===== src/jdc_pkg.sv =====
// Shared constants for the Julian day to calendar date unit.
package jdc_pkg;

  // Pipeline depth of both the date path and the time-of-day path.
  localparam int unsigned NUM_STAGES = 10;

  // Port field widths.
  localparam int unsigned JDN_W    = 23;
  localparam int unsigned YEAR_W   = 15;
  localparam int unsigned MONTH_W  = 4;
  localparam int unsigned DAY_W    = 5;
  localparam int unsigned HOUR_W   = 5;
  localparam int unsigned MINUTE_W = 6;

  // Width of a whole-minute count within one day.
  localparam int unsigned MINUTES_W = 11;

  // Fliegel-Van Flandern constants.
  localparam int unsigned JDN_OFFSET      = 68569;
  localparam int unsigned DAYS_PER_400Y   = 146097;
  localparam int unsigned YEAR_SCALE      = 4000;
  localparam int unsigned YEAR_DIVISOR    = 1461001;
  localparam int unsigned DAYS_PER_4Y     = 1461;
  localparam int unsigned MONTH_DIVISOR   = 2447;
  localparam int unsigned MONTH_SCALE     = 80;
  localparam int unsigned MONTHS_CARRY    = 11;
  localparam int unsigned MONTHS_PER_YEAR = 12;
  localparam int unsigned DAY_BIAS        = 31;
  localparam int unsigned CENTURY_BIAS    = 49;
  localparam int unsigned YEARS_PER_CENT  = 100;

  // Time of day constants.
  localparam int unsigned MINUTES_PER_DAY  = 1440;
  localparam int unsigned MINUTES_PER_HOUR = 60;

endpackage


===== src/jdc_cdiv.sv =====
// Registered floor division of an unsigned value by a constant via reciprocal multiply.
module jdc_cdiv #(
  parameter int unsigned IN_W    = 8,
  parameter int unsigned DIVISOR = 3,
  parameter int unsigned OUT_W   = 8
) (
  input  logic             clk_i,
  input  logic             en_i,
  input  logic [IN_W-1:0]  x_i,
  output logic [OUT_W-1:0] q_o
);

  // With SHIFT = IN_W + clog2(DIVISOR) and a rounded-up reciprocal, the
  // product's upper bits equal the exact floor quotient for every input.
  localparam int unsigned DIV_BITS = $clog2(DIVISOR);
  localparam int unsigned SHIFT    = IN_W + DIV_BITS;
  localparam int unsigned MULT_W   = IN_W + 1;
  localparam int unsigned PROD_W   = IN_W + MULT_W;
  localparam longint unsigned MULT =
      ((64'd1 << SHIFT) + 64'(DIVISOR) - 64'd1) / 64'(DIVISOR);
  localparam logic [MULT_W-1:0] MULT_C = MULT_W'(MULT);

  logic [PROD_W-1:0] prod;
  logic [OUT_W-1:0]  q_d;
  logic [OUT_W-1:0]  q_q;

  assign prod = PROD_W'(x_i) * PROD_W'(MULT_C);
  assign q_d  = prod[SHIFT +: OUT_W];

  always_ff @(posedge clk_i) begin
    if (en_i) begin
      q_q <= q_d;
    end
  end

  assign q_o = q_q;

endmodule


===== src/jdc_date.sv =====
// Date path: day number to year, month and day of month.
module jdc_date import jdc_pkg::*; (
  input  logic                     clk_i,
  input  logic [NUM_STAGES-1:0]    en_i,
  input  logic [JDN_W-1:0]         jdn_i,
  output logic signed [YEAR_W-1:0] year_o,
  output logic [MONTH_W-1:0]       month_o,
  output logic [DAY_W-1:0]         day_o
);

  // Stage 0: offset day number and century count.
  logic [23:0] a_d;
  logic [23:0] a_s0_q;
  logic [7:0]  cent_s0;

  assign a_d = 24'(jdn_i) + 24'(JDN_OFFSET);

  jdc_cdiv #(.IN_W(26), .DIVISOR(DAYS_PER_400Y), .OUT_W(8)) u_cent (
    .clk_i (clk_i),
    .en_i  (en_i[0]),
    .x_i   ({a_d, 2'b00}),
    .q_o   (cent_s0)
  );

  always_ff @(posedge clk_i) begin
    if (en_i[0]) begin
      a_s0_q <= a_d;
    end
  end

  // Stage 1: day within the century.
  logic [25:0] cent_days;
  logic [25:0] cent_sum;
  logic [15:0] b_d;
  logic [15:0] b_s1_q;
  logic [7:0]  cent_s1_q;

  assign cent_days = 26'(cent_s0) * 26'(DAYS_PER_400Y);
  assign cent_sum  = cent_days + 26'd3;
  assign b_d       = 16'(a_s0_q - 24'(cent_sum >> 2));

  always_ff @(posedge clk_i) begin
    if (en_i[1]) begin
      b_s1_q    <= b_d;
      cent_s1_q <= cent_s0;
    end
  end

  // Stage 2: scale for the year-in-century division.
  logic [27:0] x2_d;
  logic [27:0] x2_s2_q;
  logic [15:0] b_s2_q;
  logic [7:0]  cent_s2_q;

  assign x2_d = 28'(YEAR_SCALE) * (28'(b_s1_q) + 28'd1);

  always_ff @(posedge clk_i) begin
    if (en_i[2]) begin
      x2_s2_q   <= x2_d;
      b_s2_q    <= b_s1_q;
      cent_s2_q <= cent_s1_q;
    end
  end

  // Stage 3: year within the century.
  logic [6:0]  yr4_s3;
  logic [15:0] b_s3_q;
  logic [7:0]  cent_s3_q;

  jdc_cdiv #(.IN_W(28), .DIVISOR(YEAR_DIVISOR), .OUT_W(7)) u_yr4 (
    .clk_i (clk_i),
    .en_i  (en_i[3]),
    .x_i   (x2_s2_q),
    .q_o   (yr4_s3)
  );

  always_ff @(posedge clk_i) begin
    if (en_i[3]) begin
      b_s3_q    <= b_s2_q;
      cent_s3_q <= cent_s2_q;
    end
  end

  // Stage 4: day of the year counted from March, plus bias.
  logic [17:0] yr4_days;
  logic [9:0]  c_d;
  logic [9:0]  c_s4_q;
  logic [6:0]  yr4_s4_q;
  logic [7:0]  cent_s4_q;

  assign yr4_days = 18'(yr4_s3) * 18'(DAYS_PER_4Y);
  assign c_d      = 10'(18'(b_s3_q) - (yr4_days >> 2) + 18'(DAY_BIAS));

  always_ff @(posedge clk_i) begin
    if (en_i[4]) begin
      c_s4_q    <= c_d;
      yr4_s4_q  <= yr4_s3;
      cent_s4_q <= cent_s3_q;
    end
  end

  // Stage 5: scale for the month division.
  logic [16:0] x3_d;
  logic [16:0] x3_s5_q;
  logic [9:0]  c_s5_q;
  logic [6:0]  yr4_s5_q;
  logic [7:0]  cent_s5_q;

  assign x3_d = 17'(c_s4_q) * 17'(MONTH_SCALE);

  always_ff @(posedge clk_i) begin
    if (en_i[5]) begin
      x3_s5_q   <= x3_d;
      c_s5_q    <= c_s4_q;
      yr4_s5_q  <= yr4_s4_q;
      cent_s5_q <= cent_s4_q;
    end
  end

  // Stage 6: month index counted from March.
  logic [5:0] mq_s6;
  logic [9:0] c_s6_q;
  logic [6:0] yr4_s6_q;
  logic [7:0] cent_s6_q;

  jdc_cdiv #(.IN_W(17), .DIVISOR(MONTH_DIVISOR), .OUT_W(6)) u_mq (
    .clk_i (clk_i),
    .en_i  (en_i[6]),
    .x_i   (x3_s5_q),
    .q_o   (mq_s6)
  );

  always_ff @(posedge clk_i) begin
    if (en_i[6]) begin
      c_s6_q    <= c_s5_q;
      yr4_s6_q  <= yr4_s5_q;
      cent_s6_q <= cent_s5_q;
    end
  end

  // Stage 7: days before the month, and the year carry for January and February.
  logic [16:0] y_d;
  logic [16:0] y_s7_q;
  logic [5:0]  mq_s7_q;
  logic [9:0]  c_s7_q;
  logic [6:0]  yr4_s7_q;
  logic [7:0]  cent_s7_q;
  logic [1:0]  carry_s7;

  assign y_d = 17'(mq_s6) * 17'(MONTH_DIVISOR);

  jdc_cdiv #(.IN_W(6), .DIVISOR(MONTHS_CARRY), .OUT_W(2)) u_carry (
    .clk_i (clk_i),
    .en_i  (en_i[7]),
    .x_i   (mq_s6),
    .q_o   (carry_s7)
  );

  always_ff @(posedge clk_i) begin
    if (en_i[7]) begin
      y_s7_q    <= y_d;
      mq_s7_q   <= mq_s6;
      c_s7_q    <= c_s6_q;
      yr4_s7_q  <= yr4_s6_q;
      cent_s7_q <= cent_s6_q;
    end
  end

  // Stage 8: whole days before the month.
  logic [9:0] qd_s8;
  logic [5:0] mq_s8_q;
  logic [9:0] c_s8_q;
  logic [6:0] yr4_s8_q;
  logic [7:0] cent_s8_q;
  logic [1:0] carry_s8_q;

  jdc_cdiv #(.IN_W(17), .DIVISOR(MONTH_SCALE), .OUT_W(10)) u_qd (
    .clk_i (clk_i),
    .en_i  (en_i[8]),
    .x_i   (y_s7_q),
    .q_o   (qd_s8)
  );

  always_ff @(posedge clk_i) begin
    if (en_i[8]) begin
      mq_s8_q    <= mq_s7_q;
      c_s8_q     <= c_s7_q;
      yr4_s8_q   <= yr4_s7_q;
      cent_s8_q  <= cent_s7_q;
      carry_s8_q <= carry_s7;
    end
  end

  // Stage 9: final date fields, kept modulo their field widths.
  logic [9:0]         dom_full;
  logic [7:0]         mon_full;
  logic signed [15:0] yr_full;
  logic signed [YEAR_W-1:0] year_d;
  logic [MONTH_W-1:0] month_d;
  logic [DAY_W-1:0]   day_d;
  logic signed [YEAR_W-1:0] year_q;
  logic [MONTH_W-1:0] month_q;
  logic [DAY_W-1:0]   day_q;

  assign dom_full = c_s8_q - qd_s8;
  assign mon_full = 8'(mq_s8_q) + 8'd2 - 8'(MONTHS_PER_YEAR) * 8'(carry_s8_q);
  assign yr_full  = 16'(YEARS_PER_CENT) * ($signed({8'b0, cent_s8_q}) - 16'(CENTURY_BIAS))
                  + $signed({9'b0, yr4_s8_q}) + $signed({14'b0, carry_s8_q});

  assign year_d  = yr_full[YEAR_W-1:0];
  assign month_d = mon_full[MONTH_W-1:0];
  assign day_d   = dom_full[DAY_W-1:0];

  always_ff @(posedge clk_i) begin
    if (en_i[9]) begin
      year_q  <= year_d;
      month_q <= month_d;
      day_q   <= day_d;
    end
  end

  assign year_o  = year_q;
  assign month_o = month_q;
  assign day_o   = day_q;

endmodule


===== src/jdc_time.sv =====
// Time path: day fraction to hour and minute, delayed to match the date path.
module jdc_time import jdc_pkg::*; #(
  parameter int unsigned FRACTION_BITS = 16
) (
  input  logic                     clk_i,
  input  logic [NUM_STAGES-1:0]    en_i,
  input  logic [FRACTION_BITS-1:0] frac_i,
  output logic [HOUR_W-1:0]        hour_o,
  output logic [MINUTE_W-1:0]      minute_o
);

  localparam int unsigned PROD_W = FRACTION_BITS + MINUTES_W;

  // Stage 0: whole minutes since midnight, truncated.
  logic [PROD_W-1:0]    scaled;
  logic [MINUTES_W-1:0] mins_d;
  logic [MINUTES_W-1:0] mins_s0_q;

  assign scaled = PROD_W'(frac_i) * PROD_W'(MINUTES_PER_DAY);
  assign mins_d = scaled[FRACTION_BITS +: MINUTES_W];

  always_ff @(posedge clk_i) begin
    if (en_i[0]) begin
      mins_s0_q <= mins_d;
    end
  end

  // Stage 1: hour.
  logic [HOUR_W-1:0]    hr_s1;
  logic [MINUTES_W-1:0] mins_s1_q;

  jdc_cdiv #(.IN_W(MINUTES_W), .DIVISOR(MINUTES_PER_HOUR), .OUT_W(HOUR_W)) u_hour (
    .clk_i (clk_i),
    .en_i  (en_i[1]),
    .x_i   (mins_s0_q),
    .q_o   (hr_s1)
  );

  always_ff @(posedge clk_i) begin
    if (en_i[1]) begin
      mins_s1_q <= mins_s0_q;
    end
  end

  // Stage 2 computes the minute; later stages only delay both fields.
  logic [MINUTES_W-1:0] hr_mins;
  logic [MINUTE_W-1:0]  mn_d;
  logic [HOUR_W-1:0]    hr_q [2:NUM_STAGES-1];
  logic [MINUTE_W-1:0]  mn_q [2:NUM_STAGES-1];

  assign hr_mins = MINUTES_W'(hr_s1) * MINUTES_W'(MINUTES_PER_HOUR);
  assign mn_d    = MINUTE_W'(mins_s1_q - hr_mins);

  always_ff @(posedge clk_i) begin
    if (en_i[2]) begin
      hr_q[2] <= hr_s1;
      mn_q[2] <= mn_d;
    end
  end

  for (genvar k = 3; k < NUM_STAGES; k++) begin : g_delay
    always_ff @(posedge clk_i) begin
      if (en_i[k]) begin
        hr_q[k] <= hr_q[k-1];
        mn_q[k] <= mn_q[k-1];
      end
    end
  end

  assign hour_o   = hr_q[NUM_STAGES-1];
  assign minute_o = mn_q[NUM_STAGES-1];

endmodule


===== src/julian_day_to_calendar_date_unit.sv =====
// Top level of the Julian day to calendar date unit: pipeline control and datapaths.
//
//   Channel  Direction  Handshake          Payload
//   input    in         valid_i / stall_o  julian_day_number_i, day_fraction_i
//   output   out        valid_o / stall_i  year_o, month_o, day_o, hour_o, minute_o
//
// Accepts one item per cycle while stall_o is low; each item passes through
// the ten register stages of the date path before its result is presented on
// the output (constant reciprocal multiplies and constant multiply-and-adds
// spread over the stages).
// Reset clears only the stage valid bits; the datapath registers are not reset.
// A held output stalls only the stages behind it that hold items, so empty
// stages keep filling and stall_o rises only when every stage is occupied.
module julian_day_to_calendar_date_unit import jdc_pkg::*; #(
  parameter int unsigned FRACTION_BITS = 16
) (
  input  logic                     clk_i,
  input  logic                     rst_ni,
  input  logic                     valid_i,
  output logic                     stall_o,
  input  logic [JDN_W-1:0]         julian_day_number_i,
  input  logic [FRACTION_BITS-1:0] day_fraction_i,
  output logic                     valid_o,
  input  logic                     stall_i,
  output logic signed [YEAR_W-1:0] year_o,
  output logic [MONTH_W-1:0]       month_o,
  output logic [DAY_W-1:0]         day_o,
  output logic [HOUR_W-1:0]        hour_o,
  output logic [MINUTE_W-1:0]      minute_o
);

  logic [NUM_STAGES-1:0] valid_q;
  logic [NUM_STAGES-1:0] valid_d;
  logic [NUM_STAGES:0]   ready;

  // A stage may load when it is empty or the stage after it moves on.
  assign ready[NUM_STAGES] = !stall_i;
  for (genvar k = 0; k < NUM_STAGES; k++) begin : g_ready
    assign ready[k] = !valid_q[k] || ready[k+1];
  end

  always_comb begin
    valid_d = valid_q;
    if (ready[0]) begin
      valid_d[0] = valid_i;
    end
    for (int k = 1; k < NUM_STAGES; k++) begin
      if (ready[k]) begin
        valid_d[k] = valid_q[k-1];
      end
    end
  end

  always_ff @(posedge clk_i or negedge rst_ni) begin
    if (!rst_ni) begin
      valid_q <= '0;
    end else begin
      valid_q <= valid_d;
    end
  end

  assign stall_o = !ready[0];
  assign valid_o = valid_q[NUM_STAGES-1];

  jdc_date u_date (
    .clk_i   (clk_i),
    .en_i    (ready[NUM_STAGES-1:0]),
    .jdn_i   (julian_day_number_i),
    .year_o  (year_o),
    .month_o (month_o),
    .day_o   (day_o)
  );

  jdc_time #(.FRACTION_BITS(FRACTION_BITS)) u_time (
    .clk_i    (clk_i),
    .en_i     (ready[NUM_STAGES-1:0]),
    .frac_i   (day_fraction_i),
    .hour_o   (hour_o),
    .minute_o (minute_o)
  );

  // The first stage can only be blocked by a stalled output.
  assert property (@(posedge clk_i) disable iff (!rst_ni) !stall_i |-> !stall_o)
    else $error("input stalled while output is not stalled");

  // An accepted item occupies the first stage on the next cycle.
  assert property (@(posedge clk_i) disable iff (!rst_ni)
    (valid_i && !stall_o) |=> valid_q[0])
    else $error("accepted item lost at pipeline entry");

  assert property (@(posedge clk_i) disable iff (!rst_ni)
    valid_o |-> (month_o >= 4'd1 && month_o <= 4'd12))
    else $error("month out of range");

  assert property (@(posedge clk_i) disable iff (!rst_ni)
    valid_o |-> (day_o != 5'd0))
    else $error("day of month is zero");

  assert property (@(posedge clk_i) disable iff (!rst_ni)
    valid_o |-> (hour_o <= 5'd23 && minute_o <= 6'd59))
    else $error("time of day out of range");

endmodule


===== config.mk =====
export PLATFORM = sky130hd
export DESIGN_NAME = julian_day_to_calendar_date_unit
export DESIGN_NICKNAME = d
export VERILOG_FILES = /design/src/jdc_pkg.sv /design/src/jdc_cdiv.sv /design/src/jdc_date.sv /design/src/jdc_time.sv /design/src/julian_day_to_calendar_date_unit.sv
export SDC_FILE = /design/constraint.sdc
export NUM_CORES = 2
export LEC_CHECK = 0
export ABC_AREA = 1
export BUFFER_PORTS_ARGS = -buffer_cell sky130_fd_sc_hd__buf_2
export CORE_ASPECT_RATIO = 1.75
export CORE_MARGIN = 3
export CORE_UTILIZATION = 55
export DETAILED_ROUTE_END_ITERATION = 7
export GPL_ROUTABILITY_DRIVEN = 0
export PLACE_DENSITY = 0.74
export SETUP_SLACK_MARGIN = 0.3
export SYNTH_ARGS = -nofsm -noshare
export SYNTH_HDL_FRONTEND = slang
export SYNTH_SLANG_ARGS = --single-unit

===== constraint.sdc =====
create_clock -name clk_i -period 10.5 [get_ports clk_i]
set_clock_uncertainty 0.1 [all_clocks]
set_input_delay 1.575 -clock clk_i [delete_from_list [all_inputs] [get_ports clk_i]]
set_output_delay 1.575 -clock clk_i [all_outputs]
set_load 0.01 [all_outputs]

==> insert_results.sql <==
INSERT INTO impl_metrics (metric_group, metric, value, unit) VALUES
('outcome', 'status', 'complete, no violations', ''),
('floorplan', 'row_count', '154', ''),
('floorplan', 'die_area', '106000', 'um^2'),
('floorplan', 'initial_core_util', '55.6', '%'),
('detailed_routing', 'detail_route.vias_per_cell', '5.41', ''),
('cts', 'clock_tree_from_tritoncts', 'yes', ''),
('sta', 'max_slew_violation_total_from_the_final_report', '0', ''),
('cells_and_area', 'antenna_cells', '0', ''),
('grt', 'grt_util_all_layers', '27.8', '%'),
('detailed_routing', 'route.detailed.drc', '0', ''),
('logic_synthesis', 'synth_edf_count', '403', ''),
('cells_and_area', 'layout_area_overhead', '6.16', '%'),
('cts', 'clk_root_buffer_cell', 'sky130_fd_sc_hd__clkbuf_16', ''),
('cts', 'cts.repair_timing.setup_buffer_count', '0', ''),
('floorplan', 'io_pins', '80', ''),
('cells_and_area', 'fillCellCount', '8455', ''),
('detailed_routing', 'antenna_left', '0', ''),
('detailed_routing', 'routed_wire_length_per_instance', '19.3', 'um'),
('logic_synthesis', 'synth_async_sr_flop_share', '2.42', '%'),
('sta', 'min_period', '8.28', 'ns'),
('logic_synthesis', 'ys_dominant_reg_cell', 'sky130_fd_sc_hd__edfxtp_1', ''),
('setup_path', 'critPathMaxStageDelay', '0.76', 'ns'),
('place', 'input_output_buffers', '79', ''),
('sta', 'clock.fmax', '0.121', 'GHz'),
('setup_path', 'worstPathMaxFanout', '6', ''),
('cells_and_area', 'net_count_reported_at_finish', '7742', ''),
('detailed_routing', 'drt_iter0_markers', '1812', ''),
('setup_path', 'reg2reg_depth', '22', ''),
('logic_synthesis', 'syn-num-nets', '7622', ''),
('logic_synthesis', 'synth_cells', '5840', ''),
('cts', 'postCtsHoldBufs', '0', ''),
('setup_path', 'worst-endpoint-arrival', '8.51', 'ns'),
('cts', 'clock-sinks', '413', ''),
('setup_path', 'worst_setup_path_endpoint', 'u_date.u_cent.q_o[7]', ''),
('cts', 'ctsHtreeMaxLevel', '2', ''),
('floorplan', 'horizontal_die_dimension', '248', 'um'),
('floorplan', 'die_y', '429', 'um'),
('logic_synthesis', 'post_synth.cell_area_avg', '9.64', 'um^2'),
('grt', 'global_route_wire_length_before_repair', '226', 'mm'),
('setup_path', 'required', '10.74', 'ns'),
('cts', 'clk_latency', '0.59', 'ns'),
('logic_synthesis', 'ys_top_cells_by_area', 'sky130_fd_sc_hd__fa_1 27%, sky130_fd_sc_hd__ha_1 22%, sky130_fd_sc_hd__edfxtp_1 21%', ''),
('grt', 'grt_max_degree', '56', ''),
('place', 'dp.cells', '7244', ''),
('grt', 'vias_in_the_first_global_route', '44400', ''),
('setup_path', 'critical_path.endpoint_type', 'register', ''),
('logic_synthesis', 'ys_seq_area_share', '21.9', '%'),
('hold_path', 'hold_path.class', 'register to register', ''),
('detailed_routing', 'vias_after_detailed_routing', '39500', ''),
('sta', 'setup_repair_after_global_routing_missed_its_margin', 'no', ''),
('grt', 'grt_antenna_before_repair', '0', ''),
('detailed_routing', 'routed_wirelength', '141', 'mm'),
('logic_synthesis', 'postSynthRegisterBits', '413', ''),
('setup_path', 'critical_path_class', 'input port to register', ''),
('logic_synthesis', 'synth_top_area_share', '27.3', '%'),
('detailed_routing', 'firstDrtPassIters', '7', ''),
('logic_synthesis', 'synthesis.yosys.warnings', '0', ''),
('setup_path', 'slowest_stage_cell_on_the_critical_path', 'sky130_fd_sc_hd__fa_1', ''),
('setup_path', 'timing.rr.end', 'u_date.u_yr4.q_o[2]', ''),
('sta', 'fin_crit_sh', '78.8', '%'),
('cells_and_area', 'post_layout_nonfiller_instances', '7316', ''),
('logic_synthesis', 'synth_largest_area_cell', 'sky130_fd_sc_hd__fa_1', ''),
('place', 'hpwl', '122', 'mm'),
('cts', 'clk_pin_slew', '0.07', 'ns'),
('sta', 'worstMarginPinSlew', '1.17', 'ns'),
('cts', 'tritoncts.num_buffers', '40', ''),
('grt', 'gr-total-overflow', '0', ''),
('setup_path', 'crit_start', 'julian_day_number_i[0]', ''),
('logic_synthesis', 'synth_cell_type_count', '49', ''),
('setup_path', 'regToRegStartpoint', 'u_date.x2_s2_q[25]', ''),
('setup_path', 'crit_path_start_kind', 'input port', ''),
('flow_run', 'timing.max_cap.violations', '0', ''),
('cts', 'max-clock-path-buffers', '3', ''),
('sta', 'totalNegativeSetupSlack', '0', 'ns'),
('floorplan', 'fp.coreArea', '101000', 'um^2'),
('logic_synthesis', 'mappedNetlistArea', '56300', 'um^2'),
('cells_and_area', 'fraction_of_final_layout_cells_with_drive_strength_greater_than_1', '3.27', '%'),
('sta', 'report.final.hold_viol_count', '0', ''),
('setup_path', 'rrSetupSlack', '3.75', 'ns'),
('sta', 'relSlewSlack', '21.5', '%'),
('cts', 'cts_resized', '0', ''),
('sta', 'finalSetupViolations', '0', '');
worst max-delay path: cells and delay by family:
family / cells / cell delay, ns
xor+xnor: 1 / 0.59
buf+inv: 7 / 0.65
compound gates: 3 / 0.55
fa+ha+maj: 9 / 4.36
simple gates: 9 / 0.78
final cells by class:
| cell class | count | area (um^2) | area share [%] |
|---|---|---|---|
| inverter | 1552 | 5830 | 9.76 |
| clock buffer | 48 | 1050 | 1.76 |
| tap | 1326 | 1660 | 2.78 |
| sequential | 413 | 12400 | 20.7 |
| timing repair buffer | 90 | 478 | 0.800 |
| clock inverter | 24 | 347 | 0.580 |
| multi-input combinational | 3863 | 38000 | 63.7 |
cells by family (layout without fill, tap and decap cells):
kind of cell             Yosys count  after routing  synth area share, %
AND/OR/NAND/NOR                 1454           1454                 10.9
flip-flops                       413            413                 21.9
AO/OA/AOI/OAI                    480            480                 4.74
XOR/XNOR                         190            190                 2.99
adder cells (fa/ha/maj)         1739           1739                 48.9
buffers and inverters           1564           1714                 10.5
layout by cell type, fill, tap and decap left out, drive strengths merged, types with 8 or more instances in the layout:
master and n:
nor4 8, o21bai 38, nor2 252, nor3 43, a21o 19, ha 971, clkbuf 48, o21ai 118
fa 768, nand4 73, buf 90, edfxtp 403, or2 9, nand2 878, nand3 162, and2 9
dfrtp 10, xor2 140, a21boi 8, nand3b 16, a31oi 8, inv 1553, xnor2 50, a21oi 262
clkinv 14
worst min-delay path by stage:
stage	startpoint	end	slack [ns]	cells past startpoint
2_1_floorplan	u_date.b_s2_q[0]	u_date.b_s3_q[0]	0.30	0
3_3_place_gp	u_date.mq_s7_q[3]	u_date.mq_s8_q[3]	0.30	0
3_5_place_dp	u_date.b_s2_q[7]	u_date.b_s3_q[7]	0.30	0
4_1_cts	u_time.hr_q[0][30]	u_time.hr_q[0][35]	0.31	0
5_1_grt	u_time.mn_q[0][44]	u_time.mn_q[0][50]	0.32	0
6_report	u_date.cent_s1_q[0]	u_date.cent_s2_q[0]	0.30	0
sequential cells by signal, summed over array words and instances, names as in the netlist, 11 cells and up:
register and cells:
u_date.x2_s2_q 23, u_time.mins_s0_q 11, u_date.x3_s5_q 11, u_date.year_o 15
u_date.y_s7_q 16, u_time.hr_q 40, u_time.mn_q 48, u_date.b_s1_q 16
u_date.a_s0_q 16
layer usage:
metal  share of wire [%]  track usage, %  vias up
li1                    -               -    18600
met1                  31            25.1    19000
met2                  53            52.0     1211
met3                 3.7            3.51      702
met4                  12            25.8        0
met5                   0               0        -
synthesized netlist by cell type (5+ instances only):
cell,count
sky130_fd_sc_hd__inv_1,1548
sky130_fd_sc_hd__ha_1,971
sky130_fd_sc_hd__nand2_1,867
sky130_fd_sc_hd__fa_1,768
sky130_fd_sc_hd__edfxtp_1,403
sky130_fd_sc_hd__a21oi_1,261
sky130_fd_sc_hd__nor2_1,248
sky130_fd_sc_hd__nand3_1,159
sky130_fd_sc_hd__xor2_1,139
sky130_fd_sc_hd__o21ai_0,117
sky130_fd_sc_hd__nand4_1,72
sky130_fd_sc_hd__xnor2_1,50
sky130_fd_sc_hd__nor3_1,39
sky130_fd_sc_hd__o21bai_1,38
sky130_fd_sc_hd__a21o_1,19
sky130_fd_sc_hd__nand3b_1,16
sky130_fd_sc_hd__buf_4,11
sky130_fd_sc_hd__dfrtp_1,10
sky130_fd_sc_hd__and2_1,9
sky130_fd_sc_hd__a31oi_1,8
sky130_fd_sc_hd__nor4_1,8
sky130_fd_sc_hd__or2_2,8
sky130_fd_sc_hd__a21boi_0,7
sky130_fd_sc_hd__o21a_1,7
sky130_fd_sc_hd__nand2_2,6
sky130_fd_sc_hd__o211ai_1,6
sky130_fd_sc_hd__nand2_4,5
through the flow:
stage | worst slack, ns | area, um^2 | hold slack (ns) | utilization [%]
detailed placement | 1.82 | 58400 | 0.305 | 57.7
global placement | 1.90 | 58400 | 0.301 | 57.7
CTS | 2.40 | 59800 | 0.311 | 59.1
finish | 2.22 | 59800 | 0.300 | 59.1
global route | 1.84 | 59800 | 0.319 | 59.1
floorplan | 1.84 | 56300 | 0.300 | -
Power is not shown: default switching activity piles up to over one toggle a cycle in this logic, so the estimate is an artifact.
